### config.mk
export PLATFORM = sky130hd
export DESIGN_NAME = header_length_frame_receiver
export DESIGN_NICKNAME = d
export VERILOG_FILES = /design/src/sv/hlfr_pkg.sv /design/src/sv/hlfr_ram.sv /design/src/sv/hlfr_parser.sv /design/src/sv/hlfr_readout.sv /design/src/sv/header_length_frame_receiver.sv
export SDC_FILE = /design/constraint.sdc
export NUM_CORES = 1
export LEC_CHECK = 0
export ABC_AREA = 1
export BUFFER_PORTS_ARGS = -buffer_cell sky130_fd_sc_hd__clkbuf_2
export CORE_MARGIN = 2
export CORE_UTILIZATION = 60
export CTS_CLUSTER_SIZE = 12
export DETAILED_ROUTE_END_ITERATION = 12
export PLACE_DENSITY = 0.77
export SYNTH_ARGS = -nofsm -noshare
export SYNTH_HDL_FRONTEND = slang
export SYNTH_SLANG_ARGS = --single-unit
### constraint.sdc
create_clock -name aclk -period 2.9 [get_ports aclk]
set_input_delay 0.145 -clock aclk [delete_from_list [all_inputs] [get_ports aclk]]
set_output_delay 0.145 -clock aclk [all_outputs]
set_load 0.05 [all_outputs]
### src/sv/hlfr_pkg.sv
`timescale 1ns / 1ps
// ============================================================================
// hlfr_pkg
// Shared types and constants for the header/length frame receiver.
// ============================================================================
package hlfr_pkg;

    // Default frame buffer depth in bytes
    localparam int MAX_FRAME_DEF = 64;

    // Fixed field widths
    localparam int BYTE_W = 8;
    localparam int OP_W   = 2;
    localparam int IDX_W  = 6;
    localparam int CFG_IDX_W = 1;

    // Header reset values
    localparam logic [BYTE_W-1:0] FIRST_HDR_RST  = 8'hAA;
    localparam logic [BYTE_W-1:0] SECOND_HDR_RST = 8'h55;

    // Input item kinds (carried on tuser)
    typedef enum logic [OP_W-1:0] {
        OP_BYTE     = 2'd0,
        OP_RELEASE  = 2'd1,
        OP_LINE_ERR = 2'd2
    } op_t;

    // Configuration register indexes
    typedef enum logic [CFG_IDX_W-1:0] {
        CFG_FIRST_HDR  = 1'b0,
        CFG_SECOND_HDR = 1'b1
    } cfg_idx_t;

    // Parser phases
    typedef enum logic [1:0] {
        PH_IDLE = 2'd0,
        PH_HEAD = 2'd1,
        PH_LEN  = 2'd2,
        PH_DATA = 2'd3
    } phase_t;

endpackage

### src/sv/hlfr_ram.sv
`timescale 1ns / 1ps
// ============================================================================
// hlfr_ram
// Generic single-write, single-read RAM with registered read data.
// ============================================================================
module hlfr_ram #(
    parameter int WIDTH = 8,
    parameter int DEPTH = 64,
    localparam int AW   = (DEPTH > 1) ? $clog2(DEPTH) : 1
) (
    input  logic             aclk,
    input  logic             we,
    input  logic [AW-1:0]    waddr,
    input  logic [WIDTH-1:0] wdata,
    input  logic             re,
    input  logic [AW-1:0]    raddr,
    output logic [WIDTH-1:0] rdata
);

    logic [WIDTH-1:0] mem_reg [DEPTH];
    logic [WIDTH-1:0] rdata_reg;

    // Write port
    always_ff @(posedge aclk) begin
        if (we) begin
            mem_reg[waddr] <= wdata;
        end
    end

    // Read port, data held while re is low
    always_ff @(posedge aclk) begin
        if (re) begin
            rdata_reg <= mem_reg[raddr];
        end
    end

    assign rdata = rdata_reg;

endmodule

### src/sv/hlfr_parser.sv
`timescale 1ns / 1ps
// ============================================================================
// hlfr_parser
// Header/length parser: tracks phase and count, writes frame bytes into the
// store and requests a readout when the count reaches the declared length.
// ============================================================================
module hlfr_parser #(
    parameter int MAX_FRAME = hlfr_pkg::MAX_FRAME_DEF,
    parameter int ADDR_W    = 6,
    parameter int CNT_W     = 7
) (
    input  logic                             aclk,
    input  logic                             aresetn,
    // accepted input transfer
    input  logic                             in_acc,
    input  logic [hlfr_pkg::OP_W-1:0]        in_op,
    input  logic [hlfr_pkg::BYTE_W-1:0]      in_byte,
    // configuration writes
    input  logic                             cfg_we,
    input  logic [hlfr_pkg::CFG_IDX_W-1:0]   cfg_index,
    input  logic [hlfr_pkg::BYTE_W-1:0]      cfg_wdata,
    // store write port
    output logic                             wr_en,
    output logic [ADDR_W-1:0]                wr_addr,
    output logic [hlfr_pkg::BYTE_W-1:0]      wr_data,
    // readout request
    output logic                             emit_start,
    output logic [CNT_W-1:0]                 emit_len
);

    localparam logic [CNT_W-1:0] CNT_MAX = CNT_W'(MAX_FRAME);

    hlfr_pkg::phase_t               phase_reg, phase_next;
    logic [CNT_W-1:0]               count_reg, count_next;
    logic [hlfr_pkg::BYTE_W-1:0]    dlen_reg, dlen_next;
    logic                           ready_reg, ready_next;
    logic [hlfr_pkg::BYTE_W-1:0]    hdr1_reg, hdr2_reg;

    logic                           byte_acc;
    logic                           room;
    logic [CNT_W-1:0]               count_inc;
    logic                           len_hit;

    // Shared decode
    assign byte_acc  = in_acc && (in_op == hlfr_pkg::OP_BYTE) && !ready_reg;
    assign room      = (count_reg < CNT_MAX);
    assign count_inc = count_reg + CNT_W'(1);
    assign len_hit   = (hlfr_pkg::BYTE_W'(count_inc) == dlen_reg);

    // Configuration registers
    always_ff @(posedge aclk) begin
        if (!aresetn) begin
            hdr1_reg <= hlfr_pkg::FIRST_HDR_RST;
            hdr2_reg <= hlfr_pkg::SECOND_HDR_RST;
        end else if (cfg_we) begin
            unique case (cfg_index)
                hlfr_pkg::CFG_FIRST_HDR:  hdr1_reg <= cfg_wdata;
                hlfr_pkg::CFG_SECOND_HDR: hdr2_reg <= cfg_wdata;
                default: ;
            endcase
        end
    end

    // Next state
    always_comb begin
        phase_next = phase_reg;
        count_next = count_reg;
        dlen_next  = dlen_reg;
        ready_next = ready_reg;
        if (in_acc) begin
            case (in_op)
                hlfr_pkg::OP_RELEASE: ready_next = 1'b0;
                hlfr_pkg::OP_LINE_ERR: begin
                    phase_next = hlfr_pkg::PH_IDLE;
                    count_next = '0;
                end
                default: ;
            endcase
        end
        if (byte_acc) begin
            unique case (phase_reg)
                hlfr_pkg::PH_IDLE: begin
                    if (in_byte == hdr1_reg) begin
                        count_next = CNT_W'(1);
                        phase_next = hlfr_pkg::PH_HEAD;
                    end
                end
                hlfr_pkg::PH_HEAD: begin
                    if (in_byte == hdr2_reg) begin
                        if (room) count_next = count_inc;
                        phase_next = hlfr_pkg::PH_LEN;
                    end else begin
                        phase_next = hlfr_pkg::PH_IDLE;
                    end
                end
                hlfr_pkg::PH_LEN: begin
                    if (room) count_next = count_inc;
                    dlen_next  = in_byte;
                    phase_next = hlfr_pkg::PH_DATA;
                end
                hlfr_pkg::PH_DATA: begin
                    if (!room) begin
                        // buffer full: drop the frame
                        phase_next = hlfr_pkg::PH_IDLE;
                    end else begin
                        count_next = count_inc;
                        if (len_hit) begin
                            ready_next = 1'b1;
                            phase_next = hlfr_pkg::PH_IDLE;
                        end
                    end
                end
                default: ;
            endcase
        end
    end

    // Outputs: store writes and readout request
    always_comb begin
        wr_en      = 1'b0;
        wr_addr    = count_reg[ADDR_W-1:0];
        wr_data    = in_byte;
        emit_start = 1'b0;
        emit_len   = count_inc;
        if (byte_acc) begin
            unique case (phase_reg)
                hlfr_pkg::PH_IDLE: begin
                    wr_en   = (in_byte == hdr1_reg);
                    wr_addr = '0;
                end
                hlfr_pkg::PH_HEAD: wr_en = (in_byte == hdr2_reg) && room;
                hlfr_pkg::PH_LEN:  wr_en = room;
                hlfr_pkg::PH_DATA: begin
                    wr_en      = room;
                    emit_start = room && len_hit;
                end
                default: ;
            endcase
        end
    end

    // State registers
    always_ff @(posedge aclk) begin
        if (!aresetn) begin
            phase_reg <= hlfr_pkg::PH_IDLE;
            count_reg <= '0;
            dlen_reg  <= '0;
            ready_reg <= 1'b0;
        end else begin
            phase_reg <= phase_next;
            count_reg <= count_next;
            dlen_reg  <= dlen_next;
            ready_reg <= ready_next;
        end
    end

endmodule

### src/sv/hlfr_readout.sv
`timescale 1ns / 1ps
// ============================================================================
// hlfr_readout
// Frame readout: walks the store from address zero, one read per cycle unless
// stalled, and drives results through a read-data stage and an output register.
// ============================================================================
module hlfr_readout #(
    parameter int ADDR_W = 6,
    parameter int CNT_W  = 7
) (
    input  logic                           aclk,
    input  logic                           aresetn,
    // request from the parser
    input  logic                           emit_start,
    input  logic [CNT_W-1:0]               emit_len,
    output logic                           busy,
    // store read port
    output logic                           rd_en,
    output logic [ADDR_W-1:0]              rd_addr,
    input  logic [hlfr_pkg::BYTE_W-1:0]    rd_data,
    // result channel
    output logic                           m_valid,
    input  logic                           m_ready,
    output logic [hlfr_pkg::BYTE_W-1:0]    m_byte,
    output logic [hlfr_pkg::IDX_W-1:0]     m_idx,
    output logic                           m_last
);

    logic                           act_reg;
    logic [ADDR_W-1:0]              raddr_reg;
    logic [CNT_W-1:0]               len_reg;
    logic                           s1_valid_reg;
    logic [ADDR_W-1:0]              s1_idx_reg;
    logic                           s1_last_reg;
    logic                           m_valid_reg;
    logic [hlfr_pkg::BYTE_W-1:0]    m_byte_reg;
    logic [hlfr_pkg::IDX_W-1:0]     m_idx_reg;
    logic                           m_last_reg;

    logic                           load_out;
    logic                           adv;
    logic                           issue;
    logic                           is_last;

    // Pipeline advance control
    assign load_out = !m_valid_reg || m_ready;
    assign adv      = !s1_valid_reg || load_out;
    assign issue    = act_reg && adv;
    assign is_last  = ((CNT_W'(raddr_reg) + CNT_W'(1)) == len_reg);

    assign rd_en   = issue;
    assign rd_addr = raddr_reg;
    assign busy    = act_reg;

    // Address sequencer
    always_ff @(posedge aclk) begin
        if (!aresetn) begin
            act_reg <= 1'b0;
        end else if (emit_start) begin
            act_reg <= 1'b1;
        end else if (issue && is_last) begin
            act_reg <= 1'b0;
        end
    end

    always_ff @(posedge aclk) begin
        if (emit_start) begin
            raddr_reg <= '0;
            len_reg   <= emit_len;
        end else if (issue) begin
            raddr_reg <= raddr_reg + ADDR_W'(1);
        end
    end

    // Read-data stage tags
    always_ff @(posedge aclk) begin
        if (!aresetn) begin
            s1_valid_reg <= 1'b0;
        end else if (adv) begin
            s1_valid_reg <= issue;
        end
    end

    always_ff @(posedge aclk) begin
        if (issue) begin
            s1_idx_reg  <= raddr_reg;
            s1_last_reg <= is_last;
        end
    end

    // Output register
    always_ff @(posedge aclk) begin
        if (!aresetn) begin
            m_valid_reg <= 1'b0;
        end else if (load_out) begin
            m_valid_reg <= s1_valid_reg;
        end
    end

    always_ff @(posedge aclk) begin
        if (load_out && s1_valid_reg) begin
            m_byte_reg <= rd_data;
            m_idx_reg  <= hlfr_pkg::IDX_W'(s1_idx_reg);
            m_last_reg <= s1_last_reg;
        end
    end

    assign m_valid = m_valid_reg;
    assign m_byte  = m_byte_reg;
    assign m_idx   = m_idx_reg;
    assign m_last  = m_last_reg;

endmodule

### src/sv/header_length_frame_receiver.sv
`timescale 1ns / 1ps
// ============================================================================
// header_length_frame_receiver
// Byte-stream frame receiver with two header bytes and a length byte.
// ============================================================================
// Usage:
//   s_ channel: one transfer per item. s_tuser carries the item kind (byte,
//   release, line error), s_tdata the received byte.
//   m_ channel: one transfer per frame byte, headers included, in order,
//   with the byte position in m_tdata and m_tlast on the final byte.
//   cfg_we/cfg_index/cfg_wdata set the two header values; write while idle.
// Timing:
//   Ordinary items are taken whenever no readout runs. The byte that
//   completes a frame of N bytes starts a readout of the frame store; each
//   result passes the store's read data register and the output register, one per
//   cycle while m_tready is high. s_tready is low during reads (one read port).
// Reset:
//   aresetn low clears phase, count, length, ready flag and both channels;
//   headers return to 0xAA and 0x55. The store itself is not cleared.
// Stall:
//   While m_tready is low the output and read-data stages hold and the
//   store reads pause; nothing is lost.
// ============================================================================
module header_length_frame_receiver #(
    parameter int MAX_FRAME = hlfr_pkg::MAX_FRAME_DEF
) (
    input  logic                            aclk,
    input  logic                            aresetn,
    // input channel
    input  logic                            s_tvalid,
    output logic                            s_tready,
    input  logic [7:0]                      s_tdata,   // [7:0] rx_byte
    input  logic [1:0]                      s_tuser,   // [1:0] operation
    // result channel
    output logic                            m_tvalid,
    input  logic                            m_tready,
    output logic [15:0]                     m_tdata,   // [7:0] frame_byte,
                                                       // [13:8] byte_index
    output logic                            m_tlast,
    // configuration
    input  logic                            cfg_we,
    input  logic [hlfr_pkg::CFG_IDX_W-1:0]  cfg_index,
    input  logic [7:0]                      cfg_wdata
);

    localparam int ADDR_W = (MAX_FRAME > 1) ? $clog2(MAX_FRAME) : 1;
    localparam int CNT_W  = $clog2(MAX_FRAME + 1);

    logic                           in_acc;
    logic                           wr_en;
    logic [ADDR_W-1:0]              wr_addr;
    logic [hlfr_pkg::BYTE_W-1:0]    wr_data;
    logic                           rd_en;
    logic [ADDR_W-1:0]              rd_addr;
    logic [hlfr_pkg::BYTE_W-1:0]    rd_data;
    logic                           emit_start;
    logic [CNT_W-1:0]               emit_len;
    logic                           busy;
    logic [hlfr_pkg::BYTE_W-1:0]    out_byte;
    logic [hlfr_pkg::IDX_W-1:0]     out_idx;

    // Input is held off while the store is being read out
    assign s_tready = !busy;
    assign in_acc   = s_tvalid && !busy;

    hlfr_parser #(
        .MAX_FRAME (MAX_FRAME),
        .ADDR_W    (ADDR_W),
        .CNT_W     (CNT_W)
    ) u_parser (
        .aclk       (aclk),
        .aresetn    (aresetn),
        .in_acc     (in_acc),
        .in_op      (s_tuser),
        .in_byte    (s_tdata),
        .cfg_we     (cfg_we),
        .cfg_index  (cfg_index),
        .cfg_wdata  (cfg_wdata),
        .wr_en      (wr_en),
        .wr_addr    (wr_addr),
        .wr_data    (wr_data),
        .emit_start (emit_start),
        .emit_len   (emit_len)
    );

    hlfr_ram #(
        .WIDTH (hlfr_pkg::BYTE_W),
        .DEPTH (MAX_FRAME)
    ) u_store (
        .aclk  (aclk),
        .we    (wr_en),
        .waddr (wr_addr),
        .wdata (wr_data),
        .re    (rd_en),
        .raddr (rd_addr),
        .rdata (rd_data)
    );

    hlfr_readout #(
        .ADDR_W (ADDR_W),
        .CNT_W  (CNT_W)
    ) u_readout (
        .aclk       (aclk),
        .aresetn    (aresetn),
        .emit_start (emit_start),
        .emit_len   (emit_len),
        .busy       (busy),
        .rd_en      (rd_en),
        .rd_addr    (rd_addr),
        .rd_data    (rd_data),
        .m_valid    (m_tvalid),
        .m_ready    (m_tready),
        .m_byte     (out_byte),
        .m_idx      (out_idx),
        .m_last     (m_tlast)
    );

    // Pack result fields, upper bits zero
    assign m_tdata = {2'b00, out_idx, out_byte};

endmodule

==> results of run 1 <==
==> where the power goes <==
group          leakage (nW)  internal, mW  switching (mW)
clock network         0.804          3.82            3.02
registers              5.29          9.33          0.0132
logic                  3.06        0.0679           0.217
total                  9.16          13.2            3.25
==> through the flow <==
step | power, mW | utilization | hold slack [ns]
6_report | 16.5 | 0.683 | 0.0295
5_1_grt | 16.9 | 0.683 | 0.0316
4_1_cts | 16.5 | 0.683 | 0.00509
3_5_place_dp | 9.78 | 0.636 | 0.377
3_3_place_gp | 9.77 | 0.636 | 0.369
2_1_floorplan | 9.60 | - | 0.244
==> Yosys cell counts, drive strengths merged <==
cell type  number
o211ai          1
nand4           5
conb            1
o22ai         126
edfxtp        549
buf            71
or2             1
nor2          402
and2            2
o31ai           1
o21bai          1
nand3b          1
nand3          49
dfxtp          43
ha              2
o221ai          2
xnor2          14
inv            50
nand2         240
a21oi          38
nor3            7
a31oi           2
o21ai         349
xor2            9
clkbuf         47
clkinv          5
==> timing repair <==
item / in CTS / in global routing
hold buffers: 20 / 0
hold endpoints to repair: 24 / 0
gates resized for setup: 0 / 0
==> critical path, cell delays in order (launching register included) <==
cell and delay (ns):
dfxtp_1 0.36, xnor2_1 0.12, nand2_1 0.07, nor3_1 0.17, nand2_1 0.10, nand2_1 0.10
nand2_1 0.09, nand2_1 0.13, nand2_4 0.12, clkinv_8 0.12, nand3_4 0.18, buf_4 0.20
nor2_1 0.27, buf_4 0.22
==> path summary, 6_finish.rpt <==
check | startpoint | slack, ns | cells past startpoint | endpoint
worst max-delay path | u_parser.hdr2_reg[3] | 0.33 | 13 | u_store.mem_reg[40][6]
worst min-delay path | aresetn | 0.03 | 2 | u_parser.hdr2_reg[2]
worst max register to register | u_parser.hdr2_reg[3] | 0.33 | 13 | u_store.mem_reg[40][6]
worst min register to register | u_readout.s1_idx_reg[0] | 0.42 | 0 | u_readout.m_idx[0]
==> kinds of logic (layout without fill, tap and decap cells) <==
| family | count (synthesis) | in the layout | synth area share |
|---|---|---|---|
| AOI/OAI and AO/OA | 520 | 520 | 0.116 |
| adders and majority gates | 2 | 2 | 0.00103 |
| xor gates and xnor gates | 23 | 23 | 0.00833 |
| buffers and inverters | 173 | 311 | 0.0362 |
| DFF | 592 | 592 | 0.717 |
| and+or+nand+nor | 707 | 707 | 0.121 |
| other | 1 | 3 | 0.000155 |
==> area by class of cell <==
class                   count  area (sq um)  area share
clock buffers              89          1590      0.0585
multi-input cells        1254          5970       0.220
diodes                      1          2.50   0.0000922
clock inverters             6          83.8     0.00309
well taps                 525           657      0.0242
flip-flops and latches    592         17400       0.639
repair buffers            161          1270      0.0468
inverters                  55           224     0.00825
==> metal layers <==
| layer | vias to the layer above | global-route usage | part of all wire |
|---|---|---|---|
| met5 | - | 0 | 0 |
| met4 | 0 | 0.139 | 0.044 |
| met3 | 148 | 0.0515 | 0.096 |
| met2 | 937 | 0.472 | 0.49 |
| met1 | 8002 | 0.383 | 0.37 |
| li1 | 7438 | - | - |
==> summary.md, run 1 <==
| Metric | Value |
|---|---|
| Pin count of the biggest net entering global routing | a little over 100 |
| Layout area overhead | 12.3% |
| Min Clock Period, post-route | between 2 and 3 ns |
| Inst Count DP | ~2600 |
| Post-Syn Area | about 24000 sq um |
| Max Transition Viols Final | 0 |
| Setup Fix Bufs, Post-CTS | 0 |
| Clock slew at reported path FFs | approximately 0.060 ns |
| Drt initial violations | 2087 |
| CP Max Fanout | 8 |
| # DRC | 0 |
| Clock Latency Late Sink | 0.62 ns |
| Max rail drop VDD | around 0.57 mV |
| CP required | roughly 3.2 ns |
| Mean area per synthesized cell | 12.0 sq um |
| Final HPWL DP | between 30000 and 40000 microns |
| Drt pass-1 iters | 8 |
| Startpoint types | register |
| Max Freq | around 0.39 GHz |
| Commonest non-fill, non-tap cell in the layout | edfxtp_1 |
| Yosys Warn Count | 0 |
| Hold Crit Class | input port to register |
| Normalized max-slew margin | 0.422 |
| First-pass GRT wire length | about 90000 microns |
| Largest cells by area after synthesis | edfxtp_1 (68%), o21ai_0 (6.2%), nor2_1 (6.1%) |
| Synth Register Bits | 592 |
| CTS tree | yes |
| Max-cap violations | 0 |
| Yosys cell types | 43 |
| Vias in the first global route | 16000 |
| Die Width | between 200 and 250 microns |
| Root Driver | clkbuf_16 |
| Nets | between 2000 and 2500 |
| GPL Wtd Cong | between 0.8 and 0.9 |
| Vias per inst | between 6 and 7 |
| Top cell type's share of synthesized area | 0.682 |
| Number of top-level pins | 43 |
| Most frequent cells in the layout | edfxtp_1 (549), nor2_1 (395), o21ai_0 (301), nand2_1 (235), o22ai_1 (126) |
| Place WS | 0.344 ns |
| Detail Route Antenna Nets | 0 |
| Status | finished, final reports clean |
| Max reg flops | between 500 and 600 |
| Die ar. | roughly 42000 sq um |
| Final setup TNS | 0 ns |
| DR vias | 16500 |
| Post-route setup slack | around 0.33 ns |
| # port buffers | 40 |
| Pwr/cell area | around 610 nW/um^2 |
| Leading area contributor after synthesis | edfxtp_1 |
| Seq/Total Area, Yosys | 0.717 |
| Fill count | between 2000 and 3000 |
| All-Layer GR Usage | 0.291 |
| Fin. Hold Viols | 0 |
| Cells after synthesis | slightly above 2000 |
| RSZ-0062 raised after global routing | no |
| Die height | roughly 200 microns |
| Clock Sinks | a little under 600 |
| Worst clock skew | 0.0292 ns |
| FP Rows | 73 |
| Leakage power | 9.16 nW |
| Clock buffer depth | 3 |
| Finished Cell Area | ~27000 sq um |
| DP Area | 25300 sq um |
| Non-filler cells, final | between 2000 and 3000 |
| Share of cells above drive strength 1 | 0.120 |
| DRT Wirelength | about 60000 microns |
| Total gr overflow | 0 |
| WL/cell | 22.3 microns |
| Inserted Clock Buffers | between 50 and 60 |
| WS Path Type | register to register |
| Setup-failing EPs final | 0 |
| Crit end category | register |
| Tcrit/Tclk final | 0.886 |
| WP data arrival | a little under 3 ns |
| Starting Density | 0.609 |
| CTS H-tree lvls | 2 |
| Core box area | between 30000 and 40000 sq um |
| Initial antenna violation count | 2 |
| Worst slew pin tran | around 0.87 ns |
Power figures use the tool's default switching activity.
==> inputs of run 2 (changes only) <==
- MAX_ROUTING_LAYER: default -> met4
- REMOVE_ABC_BUFFERS: default -> 1
==> summary.md, run 2 (synthesis gave the netlist of run 1 again) <==
| Metric | Value |
|---|---|
| Status | finished, final reports clean (unchanged) |
| Clock slew at reported path FFs | 0.05 ns (was 0.06 ns) |
| CTS H-tree lvls | 2 (unchanged) |
| Clock Latency Late Sink | 0.62 ns (about the same) |
| Max reg flops | 512 (unchanged) |
| DR vias | 16900 (was 16500) |
| RSZ-0062 raised after global routing | no (unchanged) |
| DRT Wirelength | 62800 microns (was 59900 microns) |
| Initial antenna violation count | 1 (was 2) |
| DP Area | 25300 sq um (about the same) |
| Logic pwr share | 0.020 (was 0.017) |
| WL/cell | 23.4 microns (was 22.3 microns) |
| Die Width | 205 microns (unchanged) |
| Final HPWL DP | 38500 microns (was 35000 microns) |
| Core box area | 39700 sq um (unchanged) |
| Finished Cell Area | 27200 sq um (about the same) |
| Fin. Hold Viols | 0 (unchanged) |
| Commonest non-fill, non-tap cell in the layout | edfxtp_1 (unchanged) |
| CTS tree | yes (unchanged) |
| Inserted Diodes | 0 (was 1) |
| Startpoint types | input port (was register) |
| Worst slew pin tran | 1.08 ns (was 0.865 ns) |
| Nets | 2157 (was 2147) |
| Vias in the first global route | 16300 (was 16000) |
| Clock share of power | 0.414 (was 0.415) |
| WP data arrival | 2.89 ns (about the same) |
| Clock buffer depth | 3 (unchanged) |
| Layout area overhead | 12.4% (was 12.3%) |
| Max-cap violations | 0 (unchanged) |
| FP Rows | 73 (unchanged) |
| Clock Sinks | 592 (unchanged) |
| Pin count of the biggest net entering global routing | 137 (was 101) |
| Net switching power | 3.30 mW (was 3.25 mW) |
| # DRC | 0 (unchanged) |
| Die ar. | 41900 sq um (unchanged) |
| Inserted Clock Buffers | 58 (was 57) |
| Drt pass-1 iters | 6 (was 8) |
| WS Path Type | input port to register (was register to register) |
| Min Clock Period, post-route | 2.57 ns (about the same) |
| Worst clock skew | 0.0145 ns (was 0.0292 ns) |
| Vias per inst | 6.28 (was 6.16) |
| Drt initial violations | 2286 (was 2087) |
| Place WS | 0.266 ns (was 0.344 ns) |
| First-pass GRT wire length | 93900 microns (was 91600 microns) |
| Sw Share | 0.200 (was 0.197) |
| Pwr/cell area | 607 nW/um^2 (was 606 nW/um^2) |
| Total gr overflow | 0 (unchanged) |
| Die height | 205 microns (unchanged) |
| All-Layer GR Usage | 0.311 (was 0.291) |
| Max Transition Viols Final | 0 (unchanged) |
| Detail Route Antenna Nets | 0 (unchanged) |
| Root Driver | clkbuf_16 (unchanged) |
| Crit end category | register (unchanged) |
| # port buffers | 40 (unchanged) |
| Setup Fix Bufs, Post-CTS | 0 (unchanged) |
| CP Max Fanout | 8 (unchanged) |
| Most frequent cells in the layout | edfxtp_1 (549), nor2_1 (395), o21ai_0 (301), nand2_1 (235), o22ai_1 (126) (unchanged) |
| Normalized max-slew margin | 0.282 (was 0.422) |
| Starting Density | 0.609 (unchanged) |
| Number of top-level pins | 43 (unchanged) |
| Post-route setup slack | 0.328 ns (was 0.331 ns) |
| Cell internal pwr | 13.2 mW (about the same) |
| Hold Crit Class | input port to register (unchanged) |
| GPL Wtd Cong | 0.934 (was 0.884) |
| Max rail drop VDD | 0.555 mV (was 0.568 mV) |
| Share of cells above drive strength 1 | 0.123 (was 0.120) |
| Leakage power | 9.18 nW (was 9.16 nW) |
| Register share of total power | 0.566 (was 0.567) |
| Max Freq | 0.389 GHz (about the same) |
| Setup-failing EPs final | 0 (unchanged) |
| Tcrit/Tclk final | 0.887 (was 0.886) |
| CP required | 3.22 ns (about the same) |
==> run 2: final timing paths <==
path	start	cells after the start	slack, ns	to
setup / recovery	s_tdata[1]	14	0.33	u_store.mem_reg[9][3]
hold / removal	aresetn	2	0.04	u_parser.hdr2_reg[6]
setup reg to reg	u_parser.count_reg[0]	9	0.35	u_readout.len_reg[4]
hold reg to reg	u_readout.s1_idx_reg[0]	0	0.41	u_readout.m_idx[0]
==> run 2: repair_timing <==
action                                 4_1_cts  5_1_grt
endpoints found under the hold margin       26        0
resized for setup                            0        0
hold buffers                                26        0
==> run 2: layout make-up <==
class	count	area, sq um
Fill cell	2789	12500
Inverter	55	224
Timing Repair Buffer	170	1320
Sequential cell	592	17400
Clock buffer	78	1560
Tap cell	525	657
Clock inverter	13	101
Multi-Input combinational cell	1254	5970
==> run 2: worst max-delay path: stages <==
cell and delay, ns:
dlygate4sd3_1 0.53, clkbuf_2 0.26, xor2_1 0.24, nor3_1 0.20
nand2_1 0.09, nand2_1 0.10, nand2_1 0.10, nand2_1 0.14
nand2_4 0.12, clkinv_8 0.12, nand3_4 0.20, buf_4 0.22
nor2_1 0.21, buf_4 0.22
==> run 2: stage by stage <==
step	hold slack [ns]	instances	power, mW	TNS [ns]	util
final	0.0376	2687	16.5	0	0.684
after global routing	0.0644	2687	16.9	0	0.684
after CTS	0.00713	2687	16.5	0	0.684
after detailed placement	0.379	2570	9.81	0	0.636
after global placement	0.373	2570	9.81	0	0.636
after floorplan	0.229	1901	9.59	-59.20	-
==> run 2: power groups by stage <==
stage / Clock [mW] / Combinational [mW] / Sequential [mW]
6_report: 6.84 / 0.324 / 9.34
5_1_grt: 7.18 / 0.343 / 9.34
4_1_cts: 6.87 / 0.317 / 9.34
3_5_place_dp: 0 / 0.290 / 9.52
3_3_place_gp: 0 / 0.288 / 9.52
2_1_floorplan: 0 / 0.0748 / 9.52
==> run 2: per-layer routing <==
metal,GRT usage,part of all wire,vias up,routed length (microns)
met4,0.137,0.045,0,2820
li1,-,-,7450,-
met1,0.418,0.38,8152,23900
met2,0.468,0.46,1077,29100
met3,0.0577,0.11,188,6960
met5,-,0,-,0
